### src/hw/rtl/assert_macros.svh
// Assertion macros shared by the RTL modules of the presentation scheduler.
// Depends on nothing; included by the modules that carry assertions.
`ifndef ASSERT_MACROS_SVH
`define ASSERT_MACROS_SVH

// A property checked at every rising edge outside reset.
`define VPS_ASSERT(lbl, clk, rst_n, prop, msg) \
	lbl: assert property (@(posedge clk) disable iff (!rst_n) (prop)) else $error(msg);

// An implication checked at every rising edge outside reset.
`define VPS_ASSERT_IMPL(lbl, clk, rst_n, ante, cons, msg) \
	lbl: assert property (@(posedge clk) disable iff (!rst_n) (ante) |-> (cons)) \
		else $error(msg);

`endif

### src/hw/rtl/vps_pkg.sv
// Types, constants and codes of the presentation scheduler.
// Used by vps_frame_queue and video_presentation_scheduler; depends on nothing.
package vps_pkg;

	localparam int QUEUE_DEPTH = 16;
	localparam int PTR_W = $clog2(QUEUE_DEPTH);
	localparam int CNT_W = $clog2(QUEUE_DEPTH + 1);
	localparam int PTS_W = 48;
	localparam int TAG_W = 16;
	localparam int LIMIT_W = 20;
	localparam int KIND_W = 3;
	localparam int QCOUNT_W = 5;
	localparam int ALU_W = PTS_W + 2;
	localparam int PADDR_W = 3;
	localparam int PDATA_W = 32;
	localparam logic [LIMIT_W-1:0] LATE_LIMIT_RESET = LIMIT_W'(20000);

	typedef enum logic {
		OP_ENQUEUE = 1'b0,
		OP_TICK = 1'b1
	} op_t;

	typedef enum logic [KIND_W-1:0] {
		KIND_PRESENT = 3'd0,
		KIND_DROP = 3'd1,
		KIND_START = 3'd2,
		KIND_ENQ = 3'd3,
		KIND_FULL = 3'd4,
		KIND_DONE = 3'd5
	} kind_t;

	typedef enum logic {
		REG_TIME_MODE = 1'b0,
		REG_LATE_LIMIT = 1'b1
	} reg_idx_t;

	typedef enum logic [3:0] {
		ST_IDLE,
		ST_ENQ,
		ST_READ,
		ST_HEAD,
		ST_TGT,
		ST_CLK,
		ST_DIFF,
		ST_LATE,
		ST_CMP,
		ST_DONE
	} state_t;

	typedef struct packed {
		op_t op;
		logic [PTS_W-1:0] frame_pts;
		logic [TAG_W-1:0] frame_tag;
		logic [PTS_W-1:0] now_us;
		logic [PTS_W-1:0] master_time_us;
		logic master_running;
	} vps_req_t;

	typedef struct packed {
		kind_t kind;
		logic [TAG_W-1:0] out_tag;
		logic [PTS_W-1:0] out_pts;
		logic [PTS_W-1:0] lateness_us;
		logic [QCOUNT_W-1:0] queue_count;
		logic last;
	} vps_rsp_t;

	typedef struct packed {
		logic [TAG_W-1:0] tag;
		logic [PTS_W-1:0] pts;
	} frame_entry_t;

	typedef struct packed {
		logic push;
		logic pop;
		logic clear;
	} queue_ctrl_t;

	typedef struct packed {
		logic [CNT_W-1:0] count;
		logic full;
		logic empty;
	} queue_status_t;

endpackage

### src/hw/rtl/video_presentation_scheduler.sv
// Sequencing: an enqueue request gives its result from ST_ENQ; a tick walks the queue through
// READ, HEAD, TGT, CLK, DIFF, LATE and CMP per released frame and ends in DONE.
// Throughput: one request at a time; the one shared 50-bit subtractor forms target,
// clock, difference, lateness and the limit compare in turn.
// Reset: asynchronous and active low; it empties the queue, clears the anchor and loads
// local mode with a late limit of 20000 us. The frame store itself is not cleared.
module video_presentation_scheduler import vps_pkg::*; (
	input logic clk,
	input logic arst_n,
	input logic req_valid,
	output logic req_ready,
	input vps_req_t req,
	output logic rsp_valid,
	input logic rsp_ready,
	output vps_rsp_t rsp,
	input logic psel,
	input logic penable,
	input logic pwrite,
	input logic [PADDR_W-1:0] paddr,
	input logic [PDATA_W-1:0] pwdata,
	output logic [PDATA_W-1:0] prdata,
	output logic pready
);

	state_t state_q, state_next;
	vps_req_t req_q;
	vps_rsp_t rsp_q, rsp_next;
	logic rsp_valid_q;
	logic mode_q;
	logic [LIMIT_W-1:0] limit_q;
	logic anchor_valid_q;
	logic [PTS_W-1:0] anchor_pts_q;
	logic [PTS_W-1:0] anchor_time_q;
	logic started_q;
	logic [PTS_W-1:0] mclk_q;
	logic [ALU_W-1:0] tgt_q, clk_q, diff_q, late_q;
	logic [ALU_W-1:0] alu_a, alu_b, alu_res;
	logic cfg_wr, mode_wr;
	logic out_free, emit, early;
	logic load_tgt, load_clk, load_diff, load_late, set_anchor, set_start;
	queue_ctrl_t q_ctrl;
	queue_status_t q_status;
	frame_entry_t head_entry, push_entry;
	reg_idx_t reg_idx;

	vps_frame_queue u_queue (
		.clk(clk),
		.arst_n(arst_n),
		.ctrl(q_ctrl),
		.push_entry(push_entry),
		.head_entry(head_entry),
		.status(q_status)
	);

	assign reg_idx = reg_idx_t'(paddr[2]);
	assign cfg_wr = psel && penable && pwrite;
	assign mode_wr = cfg_wr && (reg_idx == REG_TIME_MODE);
	assign pready = 1'b1;

	always_comb begin
		unique case (reg_idx)
			REG_TIME_MODE: prdata = {(PDATA_W-1)'(0), mode_q};
			REG_LATE_LIMIT: prdata = {(PDATA_W-LIMIT_W)'(0), limit_q};
			default: prdata = '0;
		endcase
	end

	always_ff @(posedge clk or negedge arst_n) begin
		if (!arst_n) begin
			mode_q <= 1'b0;
			limit_q <= LATE_LIMIT_RESET;
		end else if (cfg_wr) begin
			if (reg_idx == REG_TIME_MODE) begin
				mode_q <= pwdata[0];
			end else begin
				limit_q <= pwdata[LIMIT_W-1:0];
			end
		end
	end

	assign alu_res = alu_a - alu_b;
	assign early = !alu_res[ALU_W-1] && (alu_res != '0);
	assign out_free = !rsp_valid_q || rsp_ready;
	assign push_entry = '{tag: req_q.frame_tag, pts: req_q.frame_pts};

	always_comb begin
		state_next = state_q;
		unique case (state_q)
			ST_IDLE: begin
				if (req_valid) begin
					if (req.op == OP_ENQUEUE) begin
						state_next = ST_ENQ;
					end else if (q_status.empty) begin
						state_next = ST_DONE;
					end else begin
						state_next = ST_READ;
					end
				end
			end
			ST_ENQ: if (out_free) state_next = ST_IDLE;
			ST_READ: state_next = ST_HEAD;
			ST_HEAD: begin
				if (!(mode_q && !started_q && !out_free)) begin
					state_next = ST_TGT;
				end
			end
			ST_TGT: state_next = ST_CLK;
			ST_CLK: state_next = ST_DIFF;
			ST_DIFF: state_next = early ? ST_DONE : ST_LATE;
			ST_LATE: state_next = ST_CMP;
			ST_CMP: begin
				if (out_free) begin
					state_next = (q_status.count > CNT_W'(1)) ? ST_READ : ST_DONE;
				end
			end
			ST_DONE: if (out_free) state_next = ST_IDLE;
			default: state_next = ST_IDLE;
		endcase
	end

	always_comb begin
		req_ready = (state_q == ST_IDLE);
		emit = 1'b0;
		rsp_next = '0;
		alu_a = '0;
		alu_b = '0;
		load_tgt = 1'b0;
		load_clk = 1'b0;
		load_diff = 1'b0;
		load_late = 1'b0;
		set_anchor = 1'b0;
		set_start = 1'b0;
		q_ctrl = '{push: 1'b0, pop: 1'b0, clear: mode_wr};
		unique case (state_q)
			ST_ENQ: begin
				emit = out_free;
				rsp_next.out_tag = req_q.frame_tag;
				rsp_next.out_pts = req_q.frame_pts;
				rsp_next.last = 1'b1;
				if (q_status.full) begin
					rsp_next.kind = KIND_FULL;
					rsp_next.queue_count = QCOUNT_W'(q_status.count);
				end else begin
					rsp_next.kind = KIND_ENQ;
					rsp_next.queue_count = QCOUNT_W'(q_status.count + CNT_W'(1));
					q_ctrl.push = out_free;
				end
			end
			ST_HEAD: begin
				if (mode_q) begin
					if (!started_q) begin
						emit = out_free;
						set_start = out_free;
						rsp_next.kind = KIND_START;
						rsp_next.out_tag = head_entry.tag;
						rsp_next.out_pts = head_entry.pts;
						rsp_next.queue_count = QCOUNT_W'(q_status.count);
					end
				end else begin
					set_anchor = !anchor_valid_q;
				end
			end
			ST_TGT: begin
				load_tgt = 1'b1;
				alu_a = {2'b00, head_entry.pts};
				alu_b = mode_q ? '0 : {2'b00, anchor_pts_q};
			end
			ST_CLK: begin
				load_clk = 1'b1;
				alu_a = mode_q ? {2'b00, mclk_q} : {2'b00, req_q.now_us};
				alu_b = mode_q ? '0 : {2'b00, anchor_time_q};
			end
			ST_DIFF: begin
				load_diff = 1'b1;
				alu_a = tgt_q;
				alu_b = clk_q;
			end
			ST_LATE: begin
				load_late = 1'b1;
				alu_a = '0;
				alu_b = diff_q;
			end
			ST_CMP: begin
				emit = out_free;
				q_ctrl.pop = out_free;
				alu_a = {(ALU_W-LIMIT_W)'(0), limit_q};
				alu_b = late_q;
				rsp_next.kind = alu_res[ALU_W-1] ? KIND_DROP : KIND_PRESENT;
				rsp_next.out_tag = head_entry.tag;
				rsp_next.out_pts = head_entry.pts;
				rsp_next.lateness_us = (late_q[ALU_W-1:PTS_W] != '0) ? '1 : late_q[PTS_W-1:0];
				rsp_next.queue_count = QCOUNT_W'(q_status.count - CNT_W'(1));
			end
			ST_DONE: begin
				emit = out_free;
				rsp_next.kind = KIND_DONE;
				rsp_next.queue_count = QCOUNT_W'(q_status.count);
				rsp_next.last = 1'b1;
			end
			default: begin
			end
		endcase
	end

	always_ff @(posedge clk or negedge arst_n) begin
		if (!arst_n) begin
			state_q <= ST_IDLE;
			rsp_valid_q <= 1'b0;
			anchor_valid_q <= 1'b0;
			started_q <= 1'b0;
		end else begin
			state_q <= state_next;
			if (emit) begin
				rsp_valid_q <= 1'b1;
			end else if (rsp_ready) begin
				rsp_valid_q <= 1'b0;
			end
			if (mode_wr) begin
				anchor_valid_q <= 1'b0;
			end else if (set_anchor) begin
				anchor_valid_q <= 1'b1;
			end
			if (req_valid && req_ready) begin
				started_q <= req.master_running;
			end else if (set_start) begin
				started_q <= 1'b1;
			end
		end
	end

	always_ff @(posedge clk) begin
		if (req_valid && req_ready) begin
			req_q <= req;
			mclk_q <= req.master_time_us;
		end else if (set_start) begin
			mclk_q <= head_entry.pts;
		end
		if (emit) begin
			rsp_q <= rsp_next;
		end
		if (set_anchor) begin
			anchor_pts_q <= head_entry.pts;
			anchor_time_q <= req_q.now_us;
		end
		if (load_tgt) begin
			tgt_q <= alu_res;
		end
		if (load_clk) begin
			clk_q <= {2'b00, alu_res[PTS_W-1:0]};
		end
		if (load_diff) begin
			diff_q <= alu_res;
		end
		if (load_late) begin
			late_q <= alu_res;
		end
	end

	assign rsp_valid = rsp_valid_q;
	assign rsp = rsp_q;

endmodule

### src/hw/rtl/vps_frame_queue.sv
// Circular frame store with head and tail pointers and a held count.
// Depends on vps_pkg and assert_macros.svh; the head entry is read into a register.
`include "assert_macros.svh"

module vps_frame_queue import vps_pkg::*; (
	input logic clk,
	input logic arst_n,
	input queue_ctrl_t ctrl,
	input frame_entry_t push_entry,
	output frame_entry_t head_entry,
	output queue_status_t status
);

	frame_entry_t mem [QUEUE_DEPTH];
	frame_entry_t head_entry_q;
	logic [PTR_W-1:0] head_q;
	logic [PTR_W-1:0] tail_q;
	logic [CNT_W-1:0] count_q;

	function automatic logic [PTR_W-1:0] ptr_next(input logic [PTR_W-1:0] p);
		ptr_next = (p == PTR_W'(QUEUE_DEPTH - 1)) ? '0 : p + PTR_W'(1);
	endfunction

	always_ff @(posedge clk) begin
		if (ctrl.push) begin
			mem[tail_q] <= push_entry;
		end
		head_entry_q <= mem[head_q];
	end

	always_ff @(posedge clk or negedge arst_n) begin
		if (!arst_n) begin
			head_q <= '0;
			tail_q <= '0;
			count_q <= '0;
		end else if (ctrl.clear) begin
			head_q <= '0;
			tail_q <= '0;
			count_q <= '0;
		end else begin
			if (ctrl.push) begin
				tail_q <= ptr_next(tail_q);
			end
			if (ctrl.pop) begin
				head_q <= ptr_next(head_q);
			end
			if (ctrl.push && !ctrl.pop) begin
				count_q <= count_q + CNT_W'(1);
			end else if (ctrl.pop && !ctrl.push) begin
				count_q <= count_q - CNT_W'(1);
			end
		end
	end

	assign head_entry = head_entry_q;
	assign status.count = count_q;
	assign status.full = (count_q == CNT_W'(QUEUE_DEPTH));
	assign status.empty = (count_q == '0);

	`VPS_ASSERT(a_count_bound, clk, arst_n, count_q <= CNT_W'(QUEUE_DEPTH), "queue count exceeds depth")
	`VPS_ASSERT_IMPL(a_no_push_full, clk, arst_n, ctrl.push && !ctrl.clear, !status.full, "push into full queue")
	`VPS_ASSERT_IMPL(a_no_pop_empty, clk, arst_n, ctrl.pop && !ctrl.clear, !status.empty, "pop from empty queue")
	`VPS_ASSERT_IMPL(a_pop_step, clk, arst_n, ctrl.pop && !ctrl.push && !ctrl.clear, ##1 count_q == $past(count_q) - CNT_W'(1), "pop did not lower the count")

endmodule

### config.mk
export PLATFORM = sky130hd
export DESIGN_NAME = video_presentation_scheduler
export DESIGN_NICKNAME = d
export VERILOG_FILES = /design/src/hw/rtl/vps_pkg.sv /design/src/hw/rtl/video_presentation_scheduler.sv /design/src/hw/rtl/vps_frame_queue.sv
export VERILOG_INCLUDE_DIRS = /design/src /design/src/hw/rtl
export SDC_FILE = /design/constraint.sdc
export NUM_CORES = 2
export LEC_CHECK = 0
export ABC_AREA = 1
export BUFFER_PORTS_ARGS = -buffer_cell sky130_fd_sc_hd__buf_2
export CORE_MARGIN = 2
export CORE_UTILIZATION = 40
export CTS_CLUSTER_DIAMETER = 200
export CTS_CLUSTER_SIZE = 16
export DETAILED_ROUTE_END_ITERATION = 10
export PLACE_DENSITY_LB_ADDON = 0.05
export SLEW_MARGIN = 20
export SYNTH_ARGS = -nofsm -noshare
export SYNTH_HDL_FRONTEND = slang
export SYNTH_HIERARCHICAL = 1
export SYNTH_SLANG_ARGS = --single-unit
### constraint.sdc
create_clock -name clk -period 10.9 [get_ports clk]
set_input_delay 0 -clock clk [delete_from_list [all_inputs] [get_ports clk]]
set_output_delay 0 -clock clk [all_outputs]
set_load 0.02 [all_outputs]
; Word level (Yosys, flattened, before mapping)
; Memories as Yosys holds them, arrays and structs flattened. A register that Yosys moved wholly into a read port is not among the register bits.
; Index checks and enable logic that the tools add are counted.
[word_totals]
register_bits = 616
ramBits = 1024
in_bits = 204
out_inout_bits = 156
mem_count = 1
[classes]
addsub = 5
order_cmp = 1
eq_ne = 16
muxes = 59
bitwise = 1
n_reduce_logical = 32
[memory_table]
columns = memory, words, width, read_ports, rd_clocked_by_memory_dff, wr, line_no
row1 = u_queue.mem, 16, 64, 1, 1, 1, vps_frame_queue.sv:14  ; frame_entry_t mem [QUEUE_DEPTH];
[ops]
columns = op, count
row1 = 48-bit two-way mux, 6
row2 = 50-bit one-hot mux with 5 select lines, 1
row3 = 50-bit one-hot mux with 4 select lines, 1
row4 = 64-bit one-hot mux with 3 select lines, 1
row5 = 66-bit two-way mux, 2
row6 = 32-bit one-hot mux with 2 select lines, 1
row7 = 4-bit two-way mux, 14
row8 = 50-bit nonzero test, 1
row9 = 50-bit subtractor, 1
row10 = 4-bit one-hot mux with 9 select lines, 1
row11 = 5-bit two-way mux, 6
row12 = 1-bit two-way mux, 22
row13 = 5-bit one-hot mux with 4 select lines, 1
row14 = "4-bit by 3-bit == test with 1-bit output, second input constant", 4
row15 = "4-bit == test, second input constant", 4
row16 = 3-bit one-hot mux with 4 select lines, 1
row17 = 2-bit nonzero test, 6
row18 = 1-bit logical AND, 9
row19 = "4-bit by 1-bit adder with 4-bit output, second input constant", 2
row20 = "4-bit by 2-bit == test with 1-bit output, second input constant", 2
row21 = 1-bit zero test, 7
row22 = "2-bit != test, second input constant", 3
row23 = "5-bit by 1-bit adder with 5-bit output, second input constant", 1
row24 = "5-bit == test, second input constant", 1
row25 = other kinds (15), 16

; Logic depth before layout (Yosys ltp)
[depth]
word_depth = 9
mapped_depth = 33

; Hierarchy
; Netlist, hierarchy kept.
[by_module_without_submodules]
columns = module, instances, cells_each, area_per_inst_um2, seq_area_each_um2
row1 = vps_frame_queue, 1, 4176, 44916.8, 32356.0
row2 = video_presentation_scheduler, 1, 2732, 28068.2, 17973.5

; Least setup slack after synthesis
; OpenSTA, ideal clock, no wires.
[synth_path]
kind = reg2reg
startpoint = register mode_q
endpoint = register anchor_pts_q[0] (enable)
setup_ns = 0.671
arrival_time_ns = 7.282
slack_ns = 2.947
path_stages_with_launch = 4
n_path_buf = 2
synth_period_minus_slack_ns = 7.953
path_cell_list = dfrtp_1 -> clkbuf_1 -> clkbuf_1 -> nor3_1
[synth_between]
elab_chain_cells = 2
[synth_lines]
columns = item, line_no
row1 = from (decl), video_presentation_scheduler.sv:29  ; logic mode_q;
row2 = from (signal assigned), video_presentation_scheduler.sv:74  ; mode_q <= pwdata[0];
row3 = 1-bit two-way mux, video_presentation_scheduler.sv:150  ; if (mode_q) begin
row4 = 1-bit two-way mux, video_presentation_scheduler.sv:134  ; unique case (state_q)
row5 = net set_anchor, video_presentation_scheduler.sv:40  ; logic load_tgt, load_clk, load_diff, load_late, set_anchor, set_start;
row6 = to (signal assigned), video_presentation_scheduler.sv:242  ; anchor_pts_q <= head_entry.pts;
row7 = to (decl), video_presentation_scheduler.sv:32  ; logic [PTS_W-1:0] anchor_pts_q;
; The timed path passes the listed nets, and every way through them passes these cells.
; A chain may end at the register's enable or synchronous reset.

; Worst setup path after layout
[layout_path]
startpoint = register mode_q
endpoint = register state_q[3]
[layout_between]
elab_chain_cells = 7
elab_cells_between_ends = 15
[layout_lines]
columns = item, line_no
row1 = 48-bit two-way mux (on tied branches), "video_presentation_scheduler.sv:171, video_presentation_scheduler.sv:166, video_presentation_scheduler.sv:170"
row2 = 50-bit one-hot mux with 5 select lines or 50-bit one-hot mux with 4 select lines (tied branches), video_presentation_scheduler.sv:134
row3 = 50-bit subtractor *, video_presentation_scheduler.sv:81  ; assign alu_res = alu_a - alu_b;
row4 = net alu_res[14], video_presentation_scheduler.sv:37  ; logic [ALU_W-1:0] alu_a, alu_b, alu_res;
row5 = 50-bit nonzero test *, video_presentation_scheduler.sv:82  ; assign early = !alu_res[ALU_W-1] && (alu_res != '0);
row6 = 1-bit logical AND *, video_presentation_scheduler.sv:82
row7 = 4-bit two-way mux *, video_presentation_scheduler.sv:109  ; ST_DIFF: state_next = early ? ST_DONE : ST_LATE;
row8 = 4-bit one-hot mux with 9 select lines *, video_presentation_scheduler.sv:88  ; unique case (state_q)
row9 = to (signal assigned), video_presentation_scheduler.sv:212  ; state_q <= state_next;
row10 = to (decl), video_presentation_scheduler.sv:25  ; state_t state_q, state_next;
; Mark *: on every way through the listed nets, which the timed path passes. The rest lies on a longest branch.

==> summary.md <==
| Metric | Value |
|---|---|
| Outcome | finished, final reports clean |
| Synth area leaders | edfxtp_1, nand2_1, inv_1, nand3_1, nor2_1 |
| Rows | approximately 160 |
| Pin count of the biggest net entering global routing | ~200 |
| Drt pass-1 iters | 5 |
| HP Class | in -> reg |
| Setup tns final | 0 ps |
| Clock buffer depth | 3 |
| Distinct cell type count after synthesis | 54 |
| Post-synthesis mux area share | 0.309% |
| VDD IR max | about 0.17 mV |
| Final RePlAce weighted congestion | about 0.94 |
| Reg2reg end | state_q[3] |
| First-pass GRT wire length | 321,000 µm |
| Post-synthesis adder-cell area fraction | 1.10% |
| Top-level port count | 360 |
| Final worst path period share | ~60% |
| P per Cell Area | about 280 nW/µm² |
| Most frequent cells after synthesis | nand2_1, edfxtp_1, inv_1 |
| Worst setup endpoint | state_q[3] |
| Synth async-reset ratio | 2.41% |
| Simple-gate share of the synthesized area | 20.3% |
| Setup slack, reg-to-reg | 4330 ps |
| CP Launch Type | register |
| Post-synthesis compound-gate area fraction | 3.09% |
| Drt wl/cell | about 22 µm |
| Starting Density | between 40% and 50% |
| Fmax achieved | 0.152 GHz |
| Drt initial violations | 3,963 |
| Area growth syn-to-layout | 15.0% |
| Crit path buf inv count | 5 |
| Vias/cell | about 5.0 |
| Required time at the worst-slack endpoint | 11,540 ps |
| Mapped Area | roughly 73,000 µm² |
| H-Tree Depth | 3 |
| Vias in the first global route | around 47,000 |
| RSZ-0062 raised after global routing | no |
| Grt ovf | 0 |
| CP Max Fanout | 53 |
| Top-count cell post-synth | nand2_1 |
| Min cycle time layout | roughly 6600 ps |
| #FFs+latches synth | 1,704 |
| Number of synthesized flops with an enable pin | 1,599 |
| CP max-delay cell | dfrtp_2 |
| Detailed placer's ending HPWL | 131,000 µm |
| CTS tree | yes |
| Antenna violations before repair | 12 |
| Syn Area/Cell | 10.6 µm² |
| Slowest stage delay, CP | 950 ps |
| Synthesized netlist cell count | 6,908 |
| Setup crit end kind | register |
| Clock Sinks | 1,704 |
| Crit path DAT | 7210 ps |
| Crit Path Category | reg -> reg |
| Synth Flop Type | edfxtp_1 |
| Core Box Area | 181,000 µm² |
| Routed Antenna Nets | 0 |
| Hold-fix buffers, CTS | 359 |
| GRT Overall Usage | 23.6% |
| Die Height | 431 µm |
| Min Hold Slack | 68.5 ps |
| DR vias | 49,700 |
| Cell area after placement | just under 80,000 µm² |
| Crit-path most repeated cell | nand2_1 |
| Stages on the worst setup path | 29 |
| Post-Route WL | 224,000 µm |
| Yosys top cell area share | 65.8% |
| XOR/XNOR Fraction of Synth Area | less than 1% |
| Reg clk slew, reported paths | roughly 80 ps |
| Leak pwr | 0.0339 µW |
| Die X | 431 µm |
| Post-CTS setup buffer count | 0 |
| Largest family of logic cells by synthesized area | simple AND/OR/NAND/NOR gates |
| CTS Root Cell | clkbuf_16 |
| Max-Cap Viols | 0 |
| Worst slew pin tran | 1100 ps |
| Design Area, Final | approximately 84,000 µm² |
| Reg2Reg Depth | 29 |
| Critical path's top delay family | simple AND/OR/NAND/NOR gates |
| Final setup viols | 0 |
| Worst-case clock skew | 36.5 ps |
| Reg2reg start | mode_q |
| CTS resizes | 0 |
| Total CTS buffers | 116 |
| Final nets | between 7,000 and 8,000 |
| Share of cells above drive strength 1 | about 8.8% |
| Area leader, netlist | edfxtp_1 |
| Warnings from Yosys | 6 |
| IO Port Bufs | 332 |
| Die area | 186,000 µm² |
| Skew-Pair Late Insertion Delay | 790 ps |
| Max-slew headroom | a little over a quarter |
| Post-synthesis sequential area ratio | 69.0% |
| Worst Setup SP | mode_q |
| Residual DRC | 0 |
| Final hold vios | 0 |
| Slew Viols, Final | 0 |
[worst reg2reg max path: cells and delay by family (launching register included)]
kind	cells	cell delay (ps)
compound gates	3	550
simple gates	19	2620
buf+inv	5	1660
fa+ha+maj	2	680
flops	1	950
[cell usage in the layout (no fill, tap or decap), types with 7 or more instances in the layout]
| cell | instances |
|---|---|
| nand3_1 | 500 |
| dlygate4sd3_1 | 359 |
| buf_4 | 79 |
| nand3b_1 | 9 |
| o311ai_0 | 22 |
| clkbuf_16 | 119 |
| edfxtp_1 | 1599 |
| a22o_1 | 17 |
| a21oi_1 | 59 |
| clkbuf_1 | 92 |
| conb_1 | 13 |
| nor2_1 | 540 |
| o21ai_0 | 125 |
| o2111ai_1 | 46 |
| a31oi_1 | 49 |
| dfxtp_1 | 64 |
| inv_1 | 728 |
| nor2_2 | 19 |
| ha_1 | 61 |
| nor3_1 | 8 |
| inv_2 | 12 |
| nand4_1 | 38 |
| nand2_2 | 22 |
| buf_2 | 332 |
| nor2_4 | 22 |
| dfrtp_1 | 32 |
| inv_4 | 7 |
| nand2_1 | 2519 |
| o21bai_1 | 7 |
| mux2_2 | 20 |
[cell families after synthesis]
kind of cell / after synthesis
and+or+nand+nor: 3693
DFF: 1704
buffers and inverters: 1060
AOI/OAI and AO/OA: 354
adders and majority gates: 63
muxes: 20
xor gates and xnor gates: 12
other: 2
[per-stage QoR]
step	cells	power (µW)	util, %	worst slack (ps)
floorplan	6919	15500	-	2950
global placement	9395	19100	42.5	4890
detailed placement	9396	19200	42.5	4840
CTS	9970	23700	46.4	4280
global route	9972	24900	46.4	3930
finish	9974	23500	46.4	4330
[worst min path at each step]
stage | start | to | cells past startpoint
after global placement | req[145] | push_entry[32] | 1
final | req[29] | mclk_q[28] | 4
after CTS | req[7] | mclk_q[6] | 4
after floorplan | arst_n | anchor_valid_q | 0
after detailed placement | req[154] | push_entry[41] | 1
after global routing | req[2] | mclk_q[1] | 4
[state kept, by name (all words and copies together) (netlist names), 4 cells and up]
signal and count:
clk_q 48, anchor_pts_q 48, push_entry 64, tgt_q 50, req_q 48, state_q 4
rsp 121, diff_q 50, u_queue/head_entry 64, u_queue/tail_q 4, late_q 50, anchor_time_q 48
mclk_q 48, u_queue/mem 1024, u_queue/count_q 5, u_queue/head_q 4, limit_q 20
[power breakdown]
group	internal [µW]	switching [µW]	total, µW
sequential	9210	775	9980
clock	2050	2250	4310
combinational	2370	6850	9210
[cell type report]
| class | count | area, µm² |
|---|---|---|
| Tap cell | 2370 | 2970 |
| Multi-Input combinational cell | 4155 | 18400 |
| Fill cell | 16800 | 97000 |
| Inverter | 751 | 2850 |
| Antenna cell | 3 | 7.51 |
| Timing Repair Buffer | 776 | 5980 |
| Clock inverter | 4 | 57.6 |
| Clock buffer | 211 | 3320 |
| Sequential cell | 1704 | 50300 |
[per-layer routing]
metal | routed length (µm) | GRT usage (%) | up-vias | part of all wire (%)
met5 | 20 | 0 | - | 0.0089
li1 | - | - | 23900 | -
met1 | 103000 | 33.4 | 24200 | 46
met2 | 103000 | 37.9 | 1211 | 46
met3 | 10400 | 2.55 | 269 | 4.6
met4 | 7440 | 8.04 | 2 | 3.3
Note: power is estimated with default switching activity, not from simulation.
